### src/hdl/hics_pkg.sv
`default_nettype none
package hics_pkg;
    localparam int MAX_BINS = 256;
    localparam int CNT_W    = $clog2(MAX_BINS + 1);

    localparam logic [1:0] CMD_CLEAR  = 2'd0;
    localparam logic [1:0] CMD_APPEND = 2'd1;
    localparam logic [1:0] CMD_UPPER  = 2'd2;
    localparam logic [1:0] CMD_SAMPLE = 2'd3;

    localparam logic [1:0] ST_OK      = 2'd0;
    localparam logic [1:0] ST_NO_DATA = 2'd1;
    localparam logic [1:0] ST_ZERO    = 2'd2;
    localparam logic [1:0] ST_FULL    = 2'd3;
endpackage
`default_nettype wire

### src/hdl/hics_div.sv
`default_nettype none
// restoring divide, 64/32 with quotient known to fit 32 bits, one bit a cycle
module hics_div import hics_pkg::*; (
    input  wire logic        aclk,
    input  wire logic        aresetn,
    input  wire logic        start,
    input  wire logic [31:0] dividend_hi,
    input  wire logic [31:0] dividend_lo,
    input  wire logic [31:0] divisor,
    output logic             done,
    output logic [31:0]      quotient
);
    logic        busy_reg;
    logic [4:0]  cnt_reg;
    logic [31:0] rem_reg;
    logic [31:0] dvd_reg;
    logic [31:0] div_reg;
    logic [31:0] quo_reg;
    logic        done_reg;
    logic [32:0] trial;
    logic        take;

    assign trial = {rem_reg, dvd_reg[31]};
    assign take  = trial >= {1'b0, div_reg};

    always_ff @(posedge aclk) begin
        if (!aresetn) begin
            busy_reg <= 1'b0;
            done_reg <= 1'b0;
            cnt_reg  <= '0;
        end else begin
            done_reg <= 1'b0;
            if (start) begin
                busy_reg <= 1'b1;
                cnt_reg  <= 5'd31;
            end else if (busy_reg) begin
                cnt_reg <= cnt_reg - 5'd1;
                if (cnt_reg == 5'd0) begin
                    busy_reg <= 1'b0;
                    done_reg <= 1'b1;
                end
            end
        end
    end

    always_ff @(posedge aclk) begin
        if (start) begin
            rem_reg <= dividend_hi;
            dvd_reg <= dividend_lo;
            div_reg <= divisor;
        end else if (busy_reg) begin
            rem_reg <= take ? 32'(trial - {1'b0, div_reg}) : trial[31:0];
            dvd_reg <= {dvd_reg[30:0], 1'b0};
            quo_reg <= {quo_reg[30:0], take};
        end
    end

    assign done     = done_reg;
    assign quotient = quo_reg;
endmodule
`default_nettype wire

### config.mk
export PLATFORM = sky130hd
export DESIGN_NAME = hics_div
export DESIGN_NICKNAME = d
export VERILOG_FILES = /design/src/hdl/hics_pkg.sv /design/src/hdl/hics_div.sv
export SDC_FILE = /design/constraint.sdc
export NUM_CORES = 1
export LEC_CHECK = 0
export ABC_CLOCK_PERIOD_IN_PS = 4200
export BUFFER_PORTS_ARGS = -buffer_cell sky130_fd_sc_hd__buf_2
export CORE_MARGIN = 8
export CORE_UTILIZATION = 30
export CTS_CLUSTER_DIAMETER = 30
export DETAILED_ROUTE_END_ITERATION = 8
export MAX_ROUTING_LAYER = met4
export PLACE_DENSITY = 0.56
export SETUP_SLACK_MARGIN = 0.02
export SYNTH_ARGS = -nofsm -noshare
export SYNTH_HDL_FRONTEND = slang
export SYNTH_SLANG_ARGS = --single-unit
### constraint.sdc
create_clock -name aclk -period 4.2 [get_ports aclk]
set_input_delay 0.84 -clock aclk [delete_from_list [all_inputs] [get_ports aclk]]
set_output_delay 0.84 -clock aclk [all_outputs]
set_load 0.03 [all_outputs]
==> results of run 1 <==
routing by layer:
| layer | wire length (µm) | share of wire | up-vias |
|---|---|---|---|
| met5 | 0 | 0 | - |
| met1 | 8610 | 0.50 | 2320 |
| li1 | - | - | 2443 |
| met3 | 946 | 0.055 | 16 |
| met4 | 263 | 0.015 | 0 |
| met2 | 7450 | 0.43 | 130 |
power by group through the flow:
stage               Sequential, mW  Combinational [mW]  Clock (mW)
detailed placement            1.82                1.78           0
global route                  1.82                1.98        1.57
finish                        1.79                1.78        1.47
floorplan                     1.81                1.42           0
CTS                           1.79                1.79        1.53
global placement              1.82                1.76           0
how the worst max path moves through the flow:
| stage | slack (ns) | endpoint | depth (start not counted) | start |
|---|---|---|---|---|
| 2_1_floorplan | 1.08 | quotient[0] | 3 | start |
| 3_3_place_gp | 0.60 | rem_reg[28] | 12 | dvd_reg[31] |
| 3_5_place_dp | 0.68 | rem_reg[30] | 12 | dvd_reg[31] |
| 4_1_cts | 0.66 | rem_reg[28] | 12 | dvd_reg[31] |
| 5_1_grt | 0.39 | rem_reg[3] | 10 | rem_reg[17] |
| 6_report | 0.66 | rem_reg[3] | 10 | rem_reg[11] |
placed cells by master (no fill, tap or decap), drive strengths merged, types with 3 or more instances in the layout:
master	instances
a211oi	7
nor2b	7
nor2	32
clkbuf	17
nand4	6
o31ai	5
mux2i	7
inv	54
ha	34
clkinv	4
mux2	64
o21a	11
a21o	10
a41oi	3
or2	3
o21ai	20
nor3b	8
nand3	13
xnor2	17
nor4	5
a21oi	32
o311ai	3
o31a	5
a221o	8
nand2	25
nor3	7
dfxtp	7
xor2	7
edfxtp	128
o211ai	5
buf	137
o21bai	5
stage by stage:
step	cells	instance area [µm²]	hold slack (ns)	power, mW
after CTS	1046	8910	0.451	5.11
after global placement	1014	8340	0.430	3.58
final	1047	8920	0.442	5.05
after detailed placement	1014	8340	0.431	3.60
after floorplan	575	7320	0.517	3.23
after global routing	1047	8920	0.458	5.37
cells by family (layout without fill, tap and decap cells):
group	Yosys count	after routing	synth area share
flops	135	135	0.544
fa+ha+maj	35	35	0.0608
compound gates	124	124	0.125
mux	71	71	0.116
xor+xnor	24	24	0.0287
buf+inv	66	213	0.0400
simple gates	120	120	0.0861
other cells	0	1	0
Yosys cell counts (8+ instances only):
master / instances
a221o_1: 8
a21o_1: 10
xnor2_1: 17
o21a_1: 11
nand3_1: 12
a21oi_1: 30
inv_1: 43
mux2_4: 15
nor3b_1: 8
ha_1: 34
clkbuf_1: 15
mux2_2: 49
edfxtp_1: 128
o21ai_0: 17
nand2_1: 24
nor2_1: 32
area by class of cell:
type | instances | share of cell area
antenna | 1 | 0.000281
tap | 324 | 0.0455
multi-input combinational | 374 | 0.342
clock buffer | 17 | 0.0477
timing repair buffer | 137 | 0.0817
sequential | 135 | 0.447
clock inverter | 15 | 0.0171
inverter | 44 | 0.0191
==> flow_summary.yaml, run 1 <==
clocking:
  clk_latency_ns: 0.42
  cts_resized: 0
  clock_path_buffers: 2
  holdBufCountCts: 0
  clkTransAtPathRegs_ns: 0.07
  h-tree-depth: 4
  cts_setup_buffers: 0
  cts_sinks: 135
  root_buffer: "clkbuf_16"
  cts_inserted_buffers: 17
  cts_tree: "done"
setup_path:
  cpLargestDelayFamily: "compound AO/OA/AOI/OAI gates"
  critPathMaxStageDelay_ns: 0.43
  worstSetupPathType: "reg2reg"
  crit_arrival_ns: 3.72
  required_ns: 4.38
  r2r-start: "rem_reg[11]"
  ff2ff_setup_slack_ns: 0.66
  cp_cell_sequence: "ha_1 -> inv_1 -> o31ai_1 -> nor2_1 -> a41oi_2 -> nand2_2 -> o41a_4 -> inv_6 -> mux2_2 -> mux2_2"
  path_common_cell: "mux2_2"
  start_kind: "register"
  endpoint_kind: "register"
  reg2reg_depth: 10
  rr_endpoint: "rem_reg[3]"
  path_buf_inv: 2
  crit_fanout: 31
  slowest_stage: "o41a_4"
finish:
  drive_gt1_frac: 0.348
  multi_input_area_um2: 3050
  fin_nets: 843
  seqCellArea_um2: 3980
  fillerInstances: 2357
  final_core_util: 0.369
  areaGrowthSynthToFinish_pct: 21.8
grt:
  grt_util_met1: 0.168
  grt_pass1_vias: 5082
  antenna_found_initial: 1
  grtUsageMet3: 0.0249
  busiest_layer: "met2"
  met2_usage: 0.176
  grt_pass1_wl_mm: 27.3
  grt_max_degree: 105
  grt_usage: 0.123
  overflow: 0
sta:
  finClkSkew_ns: 0.00661
  rsz0062_at_grt: "false"
  slew_headroom: 0.629
  setup_viol: 0
  period_share: 0.843
  setup_tns_ns: 0
  setup_ws_ns: 0.661
  period_minus_slack_ns: 3.54
  hold_viol: 0
  fmax_ghz: 0.283
  worst_pin_slew_ns: 0.551
  finalMaxSlewViolations: 0
detailed_routing:
  drc: 0
  post_drt_wl_per_cell_um: 16.5
  ant_nets: 0
  vias: 4909
  dr.pass1.iters: 5
  wirelength_mm: 17.3
  vias_per_cell: 4.69
  drt_iter0_drc: 299
power:
  pwr-share-comb: 0.353
  leakagePower_nw: 3.60
  internal_power_mw: 3.35
  p_per_area_nw_per_um2: 566
  vdd_ir_drop_max_mv: 0.214
  power_switching_share: 0.336
  seq_power_share: 0.355
  clockPowerShare: 0.291
  p_switching_mw: 1.70
floorplanning:
  chipHeight_um: 172
  ios: 132
  coreArea_um2: 24200
  initial_core_util: 0.303
  dieWidth_um: 172
  die_area_um2: 29700
  fp-row-count: 57
worst_hold_path:
  min_delay_path_depth: 0
  hold_path.class: "reg2reg"
  min_from: "quotient[6]"
  min_to: "quotient[7]"
place:
  place_ws_ns: 0.676
  gp_congestion: 0.837
  numPortBuffers: 131
  place_hpwl_mm: 12.4
outcome:
  outcome: "finished, final reports clean"
synthesis:
  avgSynthCellArea_um2: 12.7
  yosys.cell_types.count: 65
  yosys-top-cells-area: "edfxtp_1 52%, mux2_2 7.5%, ha_1 5.8%"
  synth_nets: 709
  synth_edf_count: 128
  synth_top_flop_cell: "edfxtp_1"
  ys_warn_count: 0
  yosys.area.top_type_share: 0.525
  syn_area_um2: 7320
  ys_async_sr_fraction: 0
  yosys.area.top_type: "edfxtp_1"
  ys_seq_elements: 135
  seq_area_frac_synth: 0.544
  syn_inst: 575
flow_run:
  maxCapViolCount: 0
No activity file was read; power rests on OpenSTA's default activity.
==> run 2: changes to the inputs <==
--- a/config.mk
+++ b/config.mk
@@ -5,14 +5,14 @@
 export SDC_FILE = /design/constraint.sdc
 export NUM_CORES = 1
 export LEC_CHECK = 0
-export ABC_CLOCK_PERIOD_IN_PS = 4200
+export ABC_CLOCK_PERIOD_IN_PS = 3040
 export BUFFER_PORTS_ARGS = -buffer_cell sky130_fd_sc_hd__buf_2
 export CORE_MARGIN = 8
 export CORE_UTILIZATION = 30
 export CTS_CLUSTER_DIAMETER = 30
 export DETAILED_ROUTE_END_ITERATION = 8
 export MAX_ROUTING_LAYER = met4
-export PLACE_DENSITY = 0.56
+export PLACE_DENSITY = 0.58
 export SETUP_SLACK_MARGIN = 0.02
 export SYNTH_ARGS = -nofsm -noshare
 export SYNTH_HDL_FRONTEND = slang
==> constraint.sdc (replaced) <==
create_clock -name aclk -period 3.04 [get_ports aclk]
set_input_delay 0.608 -clock aclk [delete_from_list [all_inputs] [get_ports aclk]]
set_output_delay 0.608 -clock aclk [all_outputs]
set_load 0.03 [all_outputs]
==> run 2 against run 1 <==
Against the previous run: the run now ends with setup timing left; core utilization increased by 4.3 points; setup slack got worse by 0.71 ns; critical path depth increased by 2; via count is 6.1% higher; clock power up 38%; combinational power rose by 89%; largest power group is now combinational cells; highest routed layer unchanged.
==> flow_summary.yaml, run 2 (same netlist as run 1, synthesis figures left out) <==
place:
  numPortBuffers: 131
  gp_congestion: 0.849
  post-place-cells: 1082
  placed_area_um2: 8900
  place_ws_ns: -0.363
  place_hpwl_mm: 13.4
finish:
  diodes: 0
  fillerInstances: 2305
  most-common-layout-cells: "130 x buf_2, 128 x edfxtp_1, 82 x buf_4, 49 x mux2_2, 40 x inv_1"
  fin_nets: 925
  areaGrowthSynthToFinish_pct: 36.0
  final_cell_count_no_fill: 1128
  drive_gt1_frac: 0.475
  final_common_cell: "buf_2"
  final_core_util: 0.412
  final_area_um2: 9960
grt:
  grt_usage: 0.129
  grt_pass1_wl_mm: 28.7
  grt_pass1_vias: 5360
  antenna_found_initial: 0
  grt_max_degree: 44
  overflow: 0
floorplanning:
  coreArea_um2: 24200
  die_area_um2: 29700
  ios: 132
  chipHeight_um: 172
  dieWidth_um: 172
  initial_core_util: 0.303
  fp-row-count: 57
detailed_routing:
  vias: 5210
  post_drt_wl_per_cell_um: 16.3
  vias_per_cell: 4.62
  dr.pass1.iters: 4
  ant_nets: 0
  wirelength_mm: 18.4
  drt_iter0_drc: 314
  drc: 0
setup_path:
  crit_fanout: 3
  endpoint_kind: "register"
  required_ns: 3.22
  ff2ff_setup_slack_ns: -0.05
  start_kind: "register"
  cp-endpoint: "rem_reg[30]"
  r2r-start: "dvd_reg[31]"
  reg2reg_depth: 12
  crit_arrival_ns: 3.27
  rr_endpoint: "rem_reg[30]"
  worstSetupPathType: "reg2reg"
  crit_path_start: "dvd_reg[31]"
clocking:
  clkTransAtPathRegs_ns: 0.07
  h-tree-depth: 4
  clock_path_buffers: 2
  root_buffer: "clkbuf_16"
  cts_sinks: 135
  clk_latency_ns: 0.43
  cts_inserted_buffers: 17
  cts_tree: "done"
sta:
  period_minus_slack_ns: 3.09
  period_share: 1.02
  rsz0062_at_grt: "true"
  setup_viol: 1
  setup_tns_ns: -0.0499
  worst_pin_slew_ns: 0.520
  setup_ws_ns: -0.0499
  finalMaxSlewViolations: 0
  fmax_ghz: 0.324
  finClkSkew_ns: 0.0231
  holdWs_ns: 0.347
  slew_headroom: 0.654
  hold_viol: 0
power:
  p_per_area_nw_per_um2: 794
  vdd_ir_drop_max_mv: 0.283
  totalPowerFinal_mw: 7.91
  leakagePower_nw: 4.03
flow_run:
  maxCapViolCount: 0
worst_hold_path:
  hold_path.class: "in2reg"
outcome:
  outcome: "complete, but fails checks"
  violations: "setup timing"
run 2: cell count changes in the layout (fill, tap and decap cells not counted), moves of 4 or more:
| cell | before | now |
|---|---|---|
| nor2_2 | 0 | 5 |
| buf_4 | 5 | 82 |
| o21ai_0 | 17 | 12 |
| ha_4 | 0 | 14 |
| o31ai_1 | 5 | 0 |
| nor2_1 | 32 | 27 |
| a21oi_2 | 2 | 9 |
| a21oi_1 | 30 | 23 |
| inv_8 | 6 | 2 |
| ha_1 | 34 | 18 |
run 2: final cells by class:
| type | count | area [µm²] | area share |
|---|---|---|---|
| clock buffers | 17 | 425 | 0.0427 |
| clock inverters | 15 | 150 | 0.0151 |
| inverters | 44 | 178 | 0.0178 |
| multi-input cells | 374 | 3430 | 0.344 |
| flip-flops and latches | 135 | 3980 | 0.400 |
| well taps | 324 | 405 | 0.0407 |
| repair buffers | 219 | 1390 | 0.139 |
run 2: report_power, final:
group	internal, mW	switching, mW
logic	1.82	1.55
clock network	1.09	0.938
registers	2.36	0.146
total	5.27	2.64
run 2: routing by layer:
layer / global-route usage / share of wire / vias up
li1: - / - / 2619
met5: - / 0 / -
met3: 0.0320 / 0.040 / 14
met1: 0.168 / 0.48 / 2481
met2: 0.199 / 0.47 / 96
met4: 0.0315 / 0.011 / 0
run 2: worst max-delay path, stage by stage, from the launching register on:
cell and delay [ns]:
edfxtp_1 0.38, inv_2 0.09, ha_4 0.13, inv_2 0.04, fa_2 0.36, a211oi_2 0.20
nor2_2 0.08, o311ai_4 0.33, a211oi_4 0.12, o21bai_2 0.18, or4b_1 0.45, and4b_1 0.19
a221o_1 0.28
run 2: timing repair:
item,in CTS,in global routing
pin swaps,10,16
setup buffers,8,7
hold buffers,0,0
resized for setup,29,41
endpoints found under the setup margin,28,29
run 2: worst min path at each step:
stage,start,endpoint,depth (start not counted)
final,divisor[25],div_reg[25],1
after global routing,divisor[12],div_reg[12],1
after CTS,divisor[12],div_reg[12],1
after detailed placement,quotient[26],quotient[27],0
after global placement,quotient[8],quotient[9],0
after floorplan,cnt_reg[4],done,2
==> run 3: changes to the inputs <==
--- a/config.mk
+++ b/config.mk
@@ -5,7 +5,7 @@
 export SDC_FILE = /design/constraint.sdc
 export NUM_CORES = 1
 export LEC_CHECK = 0
-export ABC_CLOCK_PERIOD_IN_PS = 3040
+export ABC_CLOCK_PERIOD_IN_PS = 2600
 export BUFFER_PORTS_ARGS = -buffer_cell sky130_fd_sc_hd__buf_2
 export CORE_MARGIN = 8
 export CORE_UTILIZATION = 30
==> constraint.sdc (replaced) <==
create_clock -name aclk -period 2.6 [get_ports aclk]
set_input_delay 0.52 -clock aclk [delete_from_list [all_inputs] [get_ports aclk]]
set_output_delay 0.52 -clock aclk [all_outputs]
set_load 0.03 [all_outputs]
==> run 3 against run 2 <==
Against the previous run: the run still ends with setup timing left; clock skew fell by 0.014 ns; routed wire length rose by 4.3%; clock power rose by 15%; core utilization rose by 2.7 points; final area rose by 6.5%; critical path type unchanged.
==> flow_summary.yaml, run 3 (same netlist as run 1, synthesis figures left out) <==
clocking:
  cts_tree: "done"
  root_buffer: "clkbuf_16"
  clkTransAtPathRegs_ns: 0.07
  holdBufCountCts: 0
  clk_latency_ns: 0.43
  cts_sinks: 135
  h-tree-depth: 4
  clock_path_buffers: 2
  cts_inserted_buffers: 17
finish:
  fin_nets: 995
  final_common_cell: "buf_4"
  most-common-layout-cells: "140 x buf_4, 130 x buf_2, 128 x edfxtp_1, 42 x mux2_2, 40 x inv_1"
  areaGrowthSynthToFinish_pct: 44.8
  final_area_um2: 10600
  final_core_util: 0.439
  diodes: 0
  drive_gt1_frac: 0.525
  final_cell_count_no_fill: 1198
sta:
  setup_tns_ns: -12.24
  period_minus_slack_ns: 3.10
  slew_headroom: 0.634
  hold_viol: 0
  finClkSkew_ns: 0.00912
  period_share: 1.19
  worst_pin_slew_ns: 0.549
  setup_ws_ns: -0.500
  fmax_ghz: 0.323
  setup_viol: 32
  finalMaxSlewViolations: 0
  rsz0062_at_grt: "true"
grt:
  overflow: 0
  grt_pass1_vias: 5622
  grt_max_degree: 65
  antenna_found_initial: 0
  grt_pass1_wl_mm: 30.0
  grt_usage: 0.136
power:
  leakagePower_nw: 4.41
  p_per_area_nw_per_um2: 925
  internal_power_mw: 6.58
  pwr-share-comb: 0.464
  power_switching_share: 0.329
  vdd_ir_drop_max_mv: 0.480
  p_switching_mw: 3.22
  seq_power_share: 0.299
  clockPowerShare: 0.237
detailed_routing:
  vias: 5501
  dr.pass1.iters: 4
  ant_nets: 0
  drt_iter0_drc: 345
  wirelength_mm: 19.1
  drc: 0
  post_drt_wl_per_cell_um: 16.0
  vias_per_cell: 4.59
floorplanning:
  ios: 132
  dieWidth_um: 172
  die_area_um2: 29700
  fp-row-count: 57
  initial_core_util: 0.303
  chipHeight_um: 172
  coreArea_um2: 24200
outcome:
  violations: "setup timing"
  outcome: "complete, but fails checks"
setup_path:
  critPathMaxStageDelay_ns: 0.46
  start_kind: "register"
  cp_cell_sequence: "ha_4 -> nand3_4 -> nor4_4 -> o31ai_2 -> a41oi_2 -> nand2_2 -> o41a_4 -> inv_8 -> buf_12 -> buf_12 -> mux2_4 -> mux2_4"
  cpLargestDelayFamily: "compound AO/OA/AOI/OAI gates"
  slowest_stage: "edfxtp_1"
  crit_fanout: 5
  path_buf_inv: 3
  worstSetupPathType: "reg2reg"
  required_ns: 2.77
  crit_arrival_ns: 3.27
  endpoint_kind: "register"
place:
  place_hpwl_mm: 13.9
  gp_congestion: 0.843
  placed_area_um2: 9370
  numPortBuffers: 131
  post-place-cells: 1138
flow_run:
  maxCapViolCount: 0
worst_hold_path:
  hold_path.class: "in2reg"
==> run 3: worst paths after layout <==
| kind | from | cells after the start | slack (ns) | to |
|---|---|---|---|---|
| worst min-delay path | divisor[10] | 1 | 0.26 | div_reg[10] |
| worst max-delay path | rem_reg[10] | 12 | -0.50 | rem_reg[14] |
| worst min register to register | quotient[28] | 0 | 0.44 | quotient[29] |
| worst max register to register | rem_reg[10] | 12 | -0.50 | rem_reg[14] |
==> run 3: layer usage <==
| metal | wire, µm | global-route usage |
|---|---|---|
| met1 | 9250 | 0.181 |
| met2 | 8720 | 0.203 |
| met3 | 853 | 0.0290 |
| met4 | 314 | 0.0465 |
| met5 | 0 | - |
==> run 3: power groups by stage <==
stage | logic (mW) | registers, mW | clock network, mW
after floorplan | 2.37 | 2.93 | 0
after global placement | 3.80 | 2.93 | 0
after detailed placement | 3.82 | 2.94 | 0
after CTS | 4.44 | 2.93 | 2.40
after global routing | 4.94 | 2.97 | 2.49
final | 4.55 | 2.93 | 2.33
==> run 3: what timing repair did <==
item	in CTS	in global routing
buffers inserted	24	8
pin swaps	21	21
gates cloned	1	0
endpoints found under the setup margin	33	33
resized for setup	73	19
hold endpoints to repair	0	0
==> run 3: per-stage QoR <==
stage               worst slack, ns  power (mW)  hold WS [ns]
finish                       -0.500        9.81         0.264
global route                 -0.636        10.4         0.239
CTS                          -0.505        9.78         0.240
detailed placement           -0.664        6.76         0.427
global placement             -0.669        6.74         0.428
floorplan                    -0.434        5.29         0.517
==> run 3: final cells by class <==
type,instances,area [µm²]
fillers,2254,13600
well taps,324,405
flip-flops and latches,135,3980
multi-input cells,374,3520
repair buffers,289,1970
clock buffers,17,425
clock inverters,15,133
inverters,44,173
